**config.mk**
```make
export PLATFORM = sky130hd
export DESIGN_NAME = ssp_queue
export DESIGN_NICKNAME = d
export VERILOG_FILES = /design/src/design/ssp_pkg.sv /design/src/design/ssp_queue.sv
export SDC_FILE = /design/constraint.sdc
export NUM_CORES = 1
export LEC_CHECK = 0
export BUFFER_PORTS_ARGS = -buffer_cell sky130_fd_sc_hd__buf_2
export CORE_UTILIZATION = 40
export DETAILED_ROUTE_END_ITERATION = 10
export GPL_TIMING_DRIVEN = 0
export SLEW_MARGIN = 10
export SYNTH_ARGS = -nofsm -noshare
export SYNTH_HDL_FRONTEND = slang
export SYNTH_SLANG_ARGS = --single-unit
```
**constraint.sdc**
```tcl
create_clock -name clk -period 7.69 [get_ports clk]
set_input_delay 1.1535 -clock clk [delete_from_list [all_inputs] [get_ports clk]]
set_output_delay 1.1535 -clock clk [all_outputs]
set_load 0.02 [all_outputs]
```
**src/design/ssp_pkg.sv**
```systemverilog
// ----------------------------------------------------------------------------
// sprite screen projection package
// shared widths, constants, register indexes and the front-to-back item type
// ----------------------------------------------------------------------------
package ssp_pkg;

  // fixed point and screen geometry
  localparam int FRAC_BITS     = 16;
  localparam int VIEW_COLS     = 1280;
  localparam int SCREEN_HEIGHT = 720;

  // field widths
  localparam int POS_W  = 28;
  localparam int OFS_W  = POS_W + 1;
  localparam int DIR_W  = 19;
  localparam int INV_W  = 25;
  localparam int DIST_W = 29;
  localparam int CS_W   = 32;
  localparam int SCR_W  = 16;

  // camera transform datapath
  localparam int PROD_W = DIR_W + OFS_W;
  localparam int LIN_W  = PROD_W + 1 - FRAC_BITS;
  localparam int MUL_W  = LIN_W + INV_W;
  localparam int SHR_W  = MUL_W - FRAC_BITS;

  // square root datapath
  localparam int RAD_W    = 2 * POS_W + 1;
  localparam int SQ_STEPS = (RAD_W + 1) / 2;
  localparam int RAD_PAD  = 2 * SQ_STEPS;
  localparam int SREM_W   = SQ_STEPS + 2;

  // divider datapath
  localparam int SUM_W     = CS_W + 1;
  localparam int NUM_W     = SUM_W + $clog2(VIEW_COLS + 1);
  localparam int DEN_W     = CS_W + 1;
  localparam int DIV_STEPS = NUM_W;
  localparam logic [NUM_W-1:0] HGT_NUM = NUM_W'(SCREEN_HEIGHT) << FRAC_BITS;

  // queue between front and back
  localparam int Q_DEPTH = 4;
  localparam int Q_AW    = $clog2(Q_DEPTH);
  localparam int Q_CW    = $clog2(Q_DEPTH + 1);

  // stream and configuration port widths
  localparam int IN_TDATA_W  = ((2 * POS_W + 7) / 8) * 8;
  localparam int OUT_TDATA_W = ((2 * OFS_W + DIST_W + 2 * CS_W + 1 + 3 * SCR_W + 7) / 8) * 8;
  localparam int CFG_IDX_W   = 3;
  localparam int CFG_W       = POS_W;

  // register indexes
  localparam logic [CFG_IDX_W-1:0] REG_CAM_X   = CFG_IDX_W'(0);
  localparam logic [CFG_IDX_W-1:0] REG_CAM_Y   = CFG_IDX_W'(1);
  localparam logic [CFG_IDX_W-1:0] REG_FACE_X  = CFG_IDX_W'(2);
  localparam logic [CFG_IDX_W-1:0] REG_FACE_Y  = CFG_IDX_W'(3);
  localparam logic [CFG_IDX_W-1:0] REG_PLANE_X = CFG_IDX_W'(4);
  localparam logic [CFG_IDX_W-1:0] REG_PLANE_Y = CFG_IDX_W'(5);
  localparam logic [CFG_IDX_W-1:0] REG_INV_DET = CFG_IDX_W'(6);

  // register reset values
  localparam logic [DIR_W-1:0] FACE_X_RESET  = DIR_W'(1) << FRAC_BITS;
  localparam logic [DIR_W-1:0] PLANE_Y_RESET = DIR_W'(43254);
  localparam logic [INV_W-1:0] INV_RESET     = INV_W'(1) << FRAC_BITS;

  typedef struct packed {
    logic        [POS_W-1:0] cam_x;
    logic        [POS_W-1:0] cam_y;
    logic signed [DIR_W-1:0] face_x;
    logic signed [DIR_W-1:0] face_y;
    logic signed [DIR_W-1:0] plane_x;
    logic signed [DIR_W-1:0] plane_y;
    logic signed [INV_W-1:0] inv_det;
  } cam_cfg_t;

  typedef struct packed {
    logic signed [OFS_W-1:0] ox;
    logic signed [OFS_W-1:0] oy;
    logic        [RAD_W-1:0] rad;
    logic signed [CS_W-1:0]  tx;
    logic signed [CS_W-1:0]  td;
    logic                    vis;
  } front_item_t;

endpackage

```
**src/design/ssp_queue.sv**
```systemverilog
// ----------------------------------------------------------------------------
// sprite projection queue
// short flop queue that decouples the front from the back
// ----------------------------------------------------------------------------
module ssp_queue import ssp_pkg::*; (
  input  logic        clk,
  input  logic        rst,
  input  logic        in_valid,
  input  front_item_t in_item,
  output logic        full,
  output logic        out_valid,
  output front_item_t out_item,
  input  logic        out_ready
);

  front_item_t     mem [Q_DEPTH];
  logic [Q_AW-1:0] wr_ptr, rd_ptr;
  logic [Q_CW-1:0] cnt;
  logic            push, pop;

  assign full      = (cnt == Q_CW'(Q_DEPTH));
  assign out_valid = (cnt != '0);
  assign out_item  = mem[rd_ptr];
  assign push      = in_valid && !full;
  assign pop       = out_valid && out_ready;

  always_ff @(posedge clk) begin
    if (rst) begin
      wr_ptr <= '0;
      rd_ptr <= '0;
      cnt    <= '0;
    end else begin
      if (push) begin
        wr_ptr <= wr_ptr + 1'b1;
      end
      if (pop) begin
        rd_ptr <= rd_ptr + 1'b1;
      end
      if (push && !pop) begin
        cnt <= cnt + 1'b1;
      end else if (pop && !push) begin
        cnt <= cnt - 1'b1;
      end
    end
  end

  always_ff @(posedge clk) begin
    if (push) begin
      mem[wr_ptr] <= in_item;
    end
  end

`ifndef SYNTHESIS
  a_cnt_bound: assert property (@(posedge clk) disable iff (rst)
    cnt <= Q_CW'(Q_DEPTH))
    else $error("queue count above depth");
  a_cnt_push: assert property (@(posedge clk) disable iff (rst)
    push && !pop |=> cnt == $past(cnt) + 1'b1)
    else $error("queue count missed a push");
`endif

endmodule

```
; ---- Yosys cells after proc, flatten, opt, wreduce, memory -nomap -nowiden
; Memories as Yosys holds them, arrays and structs flattened. A register that Yosys moved wholly into a read port is not among the register bits.
; Index checks and enable logic that the tools add are counted.
[op_classes]
addsub = 4
n_eq_ne = 1
mux = 6
reduce_logical = 9
[ops]
columns = op, count
row1 = 3-bit 2-to-1 mux, 2
row2 = 2-bit by 1-bit adder with 2-bit output (second input constant), 2
row3 = 1-bit logical AND, 4
row4 = 2-bit 2-to-1 mux, 2
row5 = 3-bit by 1-bit adder with 3-bit output (second input constant), 1
row6 = 3-bit equality test (second input constant), 1
row7 = 1-bit logical NOT, 3
row8 = 3-bit nonzero test, 1
row9 = 3-bit by 1-bit subtractor with 3-bit output (second input constant), 1
row10 = 1-bit 2-to-1 mux, 2
row11 = 2-bit nonzero test, 1
[totals]
regBits = 7
ramBits = 720
input_bits = 184
output_inout_bits = 182
elab_cells = 24
n_memories = 1
[mem_list]
columns = name, depth, word_bits, read_ports, rd_ports_with_merged_regs, wr, line
row1 = mem, 4, 180, 1, 1, 1, ssp_queue.sv:16  ; front_item_t mem [Q_DEPTH];

; ---- Depth between registers and ports, before layout
; Gate-level depths: netlist of run 1.
[depth]
depth_word = 7
depth_mapped = 8
depth_no_buf = 8

; ---- Worst setup path before layout of run 1
; Ideal clock, no wire load.
[synth_timing]
path_kind = input to register
startpoint = input in_valid
endpoint = memory mem[0][0] (netlist name) (enable)
setup_time_ns = 0.562
arrival_ns = 5.597
required_time_ns = 7.128
setup_slack_ns = 1.531
cell_stages = 3
path_buffers = 0
path_cell_list = inv_1 -> nor2_1 -> and2_1
[synth_via]
elab_chain_len = 3
[synth_rtl]
columns = item, line
row1 = start: declaration, ssp_queue.sv:8  ; input logic in_valid,
row2 = 1-bit logical AND, ssp_queue.sv:24  ; assign push = in_valid && !full;
row3 = via push, ssp_queue.sv:19  ; logic push, pop;
row4 = 1-bit 2-to-1 mux, ssp_queue.sv:48  ; if (push) begin
row5 = 1-bit 2-to-1 mux (not written as such), ssp_queue.sv:49  ; mem[wr_ptr] <= in_item;
row6 = end: declaration, ssp_queue.sv:16
; The timed path passes the listed nets, and every way through them passes these cells.

==> results.txt, run 1 <==
----------------------------------------------------
[Status]
  Result of the run ... complete, no violations

[Synthesis]
  Count of warnings emitted by yosys ... 0
  Unique masters post-synth ... 21
  Sequential area share after synthesis ... 82.6%
  Nets in the synthesized netlist ... 1178
  Number of synthesized register bits ... 729
  Post-synthesis instance area ... 0.0264 mm²
  Synthesized area per cell ... 26.7 µm²
  Synthesized instance count ... 988

[Finish]
  Final Instance Area ... 0.0324 mm²
  Filler Cell Count ... 5196
  NumNets Final ... 1640
  Area Growth Syn to Fin ... 22.6%
  Final Util ... 49.9%
  Flip-flop and latch area ... 0.0218 mm²
  Fraction of layout cells with a size suffix above 1 ... 47.3%
  Total area of multi-input combinational cells ... 0.00432 mm²
  Final non-filler cell total ... 2374

[Pwr]
  PwrDens ... 355 mW/mm²
  Maximum vdd drop ... 0.295 mV
  Leakage power total ... 10.8 nW
  Final total power ... 11.5 mW

[Timing]
  Maximum operating frequency ... 0.265 GHz
  Transition time at the pin with the least slew margin ... 0.715 ns
  Worst hold slack across all endpoints ... 0.532 ns
  Post-layout minimum cycle time ... 3.77 ns
  Unrepaired setup endpoints after global routing ... no
  Fin crit share ... 49.0%
  Total negative slack for setup checks ... 0 ns
  Final worst clock skew ... 0.0181 ns
  Fin. max-slew vios ... 0
  Slew margin rel. ... 52.3%
  Final Hold Fails ... 0
  Post-route setup slack ... 3.92 ns
  Total setup violations reported at the end of the flow ... 0

[Drt]
  Sum of routed wire length over all layers ... 53800 µm
  DRC violation count after routing ... 0
  DR WL met3 ... 4700 µm
  WL per Instance ... 22.7 µm
  Starting DRC count in detailed routing ... 766
  Number of vias after detailed routing ... 11972
  ANT nets after route ... 0
  Highest metal layer used by the detailed router ... met5
  Average via count per standard cell ... 5.04
  M1 wire length ... 21200 µm
  Initial DRT Pass Iterations ... 4
  Wire length on met2 ... 26600 µm

[GRT]
  Global-route wire length before repair ... 80500 µm
  Vias in the first global route ... 12977
  Initial antenna violation count ... 16
  Overall track demand over capacity in global routing ... 16.2%
  Global-route congestion overflow total ... 0
  Largest net degree at the start of global routing ... 50

[Setup path]
  Data required time at the worst endpoint ... 6.54 ns
  Arrival time at the worst endpoint ... 2.61 ns
  Category of the critical setup timing path ... flop to output port
  Worst Setup End Kind ... output port
  Critical-path maximum fanout ... 10
  Nature of the critical path startpoint ... flop

[Flow run]
  Number of max-capacitance violations reported ... 0

[Placement]
  Cell total after placement ... 2223
  Post-place instance area ... 0.0297 mm²
  Gpl congestion ... 0.687
  Pre-CTS worst setup slack ... 4.36 ns
  Quantity of I/O buffers inserted on ports ... 364
  Final HPWL from detailed placement ... 34700 µm

[Clock tree]
  Post-CTS sizing ... 0
  Number of setup buffers added after CTS ... 0
  Maximum level of the CTS H-tree ... 3
  Clock latency on the worst-skew pair ... 0.59 ns
  CTS sink cnt ... 729
  Buffer cell driving the clock tree root ... clkbuf_16
  Post-CTS clock slew at the launch and capture registers of the worst setup and hold paths ... 0.06 ns
  Number of buffers on the longest clock path ... 3
  Clock buffers created by TritonCTS ... 80
  CTS Hold Buffers Added ... 0
  Clock tree from TritonCTS ... yes

[Floorplanning]
  Initial core utilization ... 40.7%
  Die Outline Area ... 0.0670 mm²
  Top-Level Pins ... 366
  Die width ... 259 µm
  Core box area ... 0.0648 mm²
  Vertical die dimension ... 259 µm
  # rows ... 93

[Min path]
  Path type of the worst min-delay path ... flop to flop

----------------------------------------------------
==> sequential cells by signal (all words and copies together) (netlist names), named ones only <==
register,flops
wr_ptr,2
rd_ptr,2
mem,720
cnt,3
==> report_power, final <==
part           total (mW)  internal [mW]  switching [mW]
clock network        3.82           2.31            1.51
logic                2.81           1.17            1.64
registers            4.85           4.77          0.0767
total                11.5           8.25            3.23
==> path summary, 6_finish.rpt <==
check | start | slack, ns | end | depth (start not counted)
setup / recovery | flop | 3.92 | out_item[116] | 5
hold / removal | rd_ptr[0]$_SDFFE_PP0P_ | 0.53 | flop | 2
setup reg to reg | cnt[0]$_SDFFE_PP0P_ | 5.14 | mem[0][144]$_DFFE_PP_ | 5
hold reg to reg | rd_ptr[0]$_SDFFE_PP0P_ | 0.53 | flop | 2
==> layout make-up <==
| cell class | instances | share of cell area (%) |
|---|---|---|
| antenna | 6 | 0.0464 |
| tap | 855 | 3.31 |
| timing repair buffer | 380 | 6.90 |
| clock buffer | 92 | 6.39 |
| sequential | 729 | 67.4 |
| buffer | 41 | 0.812 |
| multi-input combinational | 214 | 13.4 |
| clock inverter | 53 | 1.79 |
| inverter | 4 | 0.0464 |
==> critical path, stage by stage, from the launching register on <==
cell	delay [ns]
dfxtp_1	0.30
buf_2	0.34
buf_2	0.40
buf_2	0.40
mux4_2	0.36
buf_2	0.20
==> per-layer routing <==
layer / GRT usage [%] / vias up
met5: 0 / -
met4: 5.13 / 24
met3: 6.17 / 104
met2: 26.1 / 334
met1: 20.3 / 6263
li1: - / 5247
==> synthesized netlist by cell type <==
| master | count | share of area (%) |
|---|---|---|
| ha_1 | 5 | 0.24 |
| clkbuf_1 | 7 | 0.10 |
| edfxtp_1 | 720 | 82 |
| o31ai_1 | 1 | 0.028 |
| or3_1 | 3 | 0.071 |
| inv_1 | 4 | 0.057 |
| fa_1 | 1 | 0.076 |
| mux4_2 | 180 | 15 |
| and2_1 | 4 | 0.095 |
| xor2_1 | 4 | 0.13 |
| a21oi_1 | 2 | 0.038 |
| o311ai_0 | 1 | 0.033 |
| buf_6 | 11 | 0.47 |
| mux2i_1 | 2 | 0.076 |
| buf_1 | 2 | 0.028 |
| buf_2 | 21 | 0.40 |
| nand2b_1 | 2 | 0.047 |
| o21ai_0 | 2 | 0.038 |
| dfxtp_1 | 9 | 0.68 |
| nor2_1 | 6 | 0.085 |
| nor3b_1 | 1 | 0.028 |
==> placed cells by master, fill, tap and decap left out, types with 3 or more instances in the layout <==
| cell type | n |
|---|---|
| and2_4 | 4 |
| buf_12 | 4 |
| buf_16 | 12 |
| buf_2 | 385 |
| buf_6 | 11 |
| bufinv_16 | 11 |
| clkbuf_1 | 18 |
| clkbuf_16 | 81 |
| clkinv_1 | 14 |
| clkinv_2 | 16 |
| clkinvlp_4 | 4 |
| dfxtp_1 | 9 |
| diode_2 | 6 |
| edfxtp_1 | 720 |
| ha_1 | 5 |
| inv_1 | 4 |
| inv_6 | 4 |
| mux4_2 | 180 |
| nor2_1 | 6 |
| or3_1 | 3 |
| xor2_1 | 4 |
==> cell families (layout without fill, tap and decap cells) <==
logic type | count (synthesis) | in the layout | share of synthesized area [%]
XOR/XNOR | 4 | 4 | 0.133
adder cells (fa/ha/maj) | 6 | 6 | 0.313
AND/OR/NAND/NOR | 16 | 16 | 0.327
multiplexers | 182 | 182 | 15.4
other | 0 | 6 | 0
AO/OA/AOI/OAI | 6 | 6 | 0.137
flip-flops | 729 | 729 | 82.6
buffers and inverters | 45 | 570 | 1.05
No activity file was read; power rests on OpenSTA's default activity.
==> inputs of run 2 (changes only) <==
clock period = 3.6 ns   (was 7.69 ns; I/O delays follow)
==> run 2 against run 1 <==
- via count up 0.27%
- register-to-register slack worse by 4.3 ns
- clock skew increased by 0.0029 ns
- routed wire length decreased by 0.82%
- worst setup slack worse by 3.5 ns
- first-iteration DRC count grew 15%
- hold slack got worse by 0.38 ns
- clock power grew 97%
- global-route usage shrank 0.24 points
- final area decreased by 0.76%
- power is 110% higher
- utilization is 0.38 points lower
- critical path type unchanged
==> results.txt, run 2 (synthesized netlist as in run 1, its figures left out) <==
----------------------------------------------------
[Status]
  Result of the run ... complete, no violations

[Pwr]
  Leakage power total ... 10.7 nW (-1.2%)
  Seq pwr share ... 43.3% (+1.1 points)
  PwrDens ... 745 mW/mm² (+110%)
  Reported net switching power ... 6.76 mW (+110%)
  Proportion of power drawn by the clock network ... 31.4% (-1.9 points)
  Maximum vdd drop ... 0.461 mV (+56%)
  Switching share of power ... 28.3% (+0.12 points)
  Internal cell power ... 17.1 mW (+110%)
  Relative contribution of combinational cells to total power ... 25.3% (+0.8 points)

[Clock tree]
  Clock buffers created by TritonCTS ... 75 (-6.3%)
  Number of setup buffers added after CTS ... 0 (unchanged)
  Post-CTS clock slew at the launch and capture registers of the worst setup and hold paths ... 0.06 ns (about the same)
  Clock tree from TritonCTS ... yes
  Buffer cell driving the clock tree root ... clkbuf_16
  CTS sink cnt ... 729 (unchanged)
  Number of buffers on the longest clock path ... 3 (unchanged)
  CTS Hold Buffers Added ... 0 (unchanged)
  Post-CTS sizing ... 0 (unchanged)
  Maximum level of the CTS H-tree ... 3 (unchanged)
  Clock latency on the worst-skew pair ... 0.60 ns (about the same)

[Finish]
  Flip-flop and latch area ... 0.0218 mm² (unchanged)
  Final non-filler cell total ... 2361 (-0.55%)
  Fraction of layout cells with a size suffix above 1 ... 46.5% (-0.86 points)
  Register ranked first by flip-flop count ... mem
  Largest registers ... mem (720), cnt (3)
  NumNets Final ... 1634 (-0.37%)
  Highest-count cells in the layout ignoring fill and taps ... edfxtp_1, buf_2, mux4_2
  Most frequent standard cell in the layout excluding fill and tap cells ... edfxtp_1
  Area Growth Syn to Fin ... 21.7%
  Number of flip-flops in the largest register ... 720 (unchanged)
  Filler Cell Count ... 5198 (+0.038%)
  Total area of multi-input combinational cells ... 0.00432 mm² (unchanged)

[Timing]
  Slew margin rel. ... 48.3% (-4.0 points)
  Maximum operating frequency ... 0.314 GHz
  Worst hold slack across all endpoints ... 0.150 ns (-0.382 ns)
  Post-layout minimum cycle time ... 3.19 ns
  Fin crit share ... 88.6%
  Final Hold Fails ... 0 (unchanged)
  Transition time at the pin with the least slew margin ... 0.775 ns (+0.0603 ns)
  Fin. max-slew vios ... 0 (unchanged)
  Total setup violations reported at the end of the flow ... 0 (unchanged)
  Unrepaired setup endpoints after global routing ... no
  Final worst clock skew ... 0.0211 ns (+0.00294 ns)

[Flow run]
  Number of max-capacitance violations reported ... 0 (unchanged)

[Drt]
  Starting DRC count in detailed routing ... 883 (+15%)
  Initial DRT Pass Iterations ... 5 (+1)
  DRC violation count after routing ... 0 (unchanged)
  Number of vias after detailed routing ... 12004 (+0.27%)
  Average via count per standard cell ... 5.08 (+0.82%)
  WL per Instance ... 22.6 µm (-0.27%)
  Sum of routed wire length over all layers ... 53400 µm (-0.82%)
  ANT nets after route ... 0 (unchanged)

[Placement]
  Cell total after placement ... 2222 (-0.045%)
  Gpl congestion ... 0.715 (+4.2%)
  Quantity of I/O buffers inserted on ports ... 364 (unchanged)
  Final HPWL from detailed placement ... 33800 µm (-2.5%)

[Setup path]
  Arrival time at the worst endpoint ... 2.65 ns (+0.04 ns)
  Critical-path maximum fanout ... 10 (unchanged)
  Category of the critical setup timing path ... flop to output port
  Nature of the critical path startpoint ... flop
  Data required time at the worst endpoint ... 3.06 ns (-3.48 ns)
  Register-to-register path setup slack ... 0.83 ns (-4.31 ns)
  Worst Setup End Kind ... output port

[Floorplanning]
  Die Outline Area ... 0.0670 mm² (unchanged)
  Die width ... 259 µm (unchanged)
  # rows ... 93 (unchanged)
  Top-Level Pins ... 366 (unchanged)
  Initial core utilization ... 40.7% (unchanged)
  Core box area ... 0.0648 mm² (unchanged)
  Vertical die dimension ... 259 µm (unchanged)

[GRT]
  Global-route wire length before repair ... 79500 µm (-1.2%)
  Global-route congestion overflow total ... 0 (unchanged)
  Largest net degree at the start of global routing ... 51 (+2.0%)
  Vias in the first global route ... 12835 (-1.1%)
  Initial antenna violation count ... 13 (-3)
  Overall track demand over capacity in global routing ... 16.0% (-0.24 points)

[Min path]
  Path type of the worst min-delay path ... input pin to flop

----------------------------------------------------
## run 2: changes by cell type in the layout (fill, tap and decap cells not counted), moves of 3 or more
cell	previous run	this run
clkinv_2	16	10
inv_6	4	0
buf_12	4	1
clkbuf_1	18	26
clkbuf_16	81	77
bufinv_16	11	7
## run 2: power groups by stage
stage                     logic, mW  clock network, mW  registers, mW
after global placement         6.03                  0           10.6
after floorplan                4.04                  0           10.5
final                          6.04               7.52           10.4
after CTS                      6.21               7.73           10.4
after global routing           6.45               8.03           10.4
after detailed placement       6.19                  0           10.5
## run 2: layout make-up
type	instances	area share [%]
Sequential cell	729	67.9
Antenna cell	6	0.0467
Clock inverter	36	1.22
Tap cell	855	3.33
Inverter	4	0.0467
Timing Repair Buffer	379	6.93
Buffer	41	0.818
Clock buffer	97	6.26
Multi-Input combinational cell	214	13.5
## run 2: per-layer routing
layer | track usage (%) | vias to the layer above | routed length [µm]
met5 | 0 | - | 111
met4 | 5.47 | 16 | 1250
met3 | 5.34 | 105 | 4300
met2 | 25.5 | 354 | 26300
met1 | 20.5 | 6304 | 21400
li1 | - | 5225 | -
## run 2: path summary, 6_finish.rpt
path / from / end / cells after the start
max: flop / out_item[121] / 5
min: in_item[96] / mem[3][96]$_DFFE_PP_ / 1
max reg2reg: cnt[0]$_SDFFE_PP0P_ / mem[3][103]$_DFFE_PP_ / 5
min reg2reg: wr_ptr[1]$_SDFFE_PP0P_ / wr_ptr[1]$_SDFFE_PP0P_ / 2
## run 2: worst max-delay path, stage by stage (launching register included)
cell and delay [ns]:
dfxtp_1 0.30, buf_2 0.30, buf_2 0.45, buf_2 0.42
mux4_2 0.37, buf_2 0.20
## run 2: per-stage QoR
| step | TNS, ns | setup WS [ns] | power, mW | cell area, µm² | util, % |
|---|---|---|---|---|---|
| after floorplan | 0 | 0.0327 | 14.6 | 26400 | - |
| after global placement | -1475.76 | -2.09 | 16.7 | 29300 | 45.2 |
| after detailed placement | 0 | 0.686 | 16.7 | 29700 | 45.8 |
| after CTS | 0 | 0.234 | 24.3 | 32100 | 49.5 |
| after global routing | 0 | 0.234 | 24.9 | 32100 | 49.5 |
| final | 0 | 0.412 | 23.9 | 32100 | 49.6 |
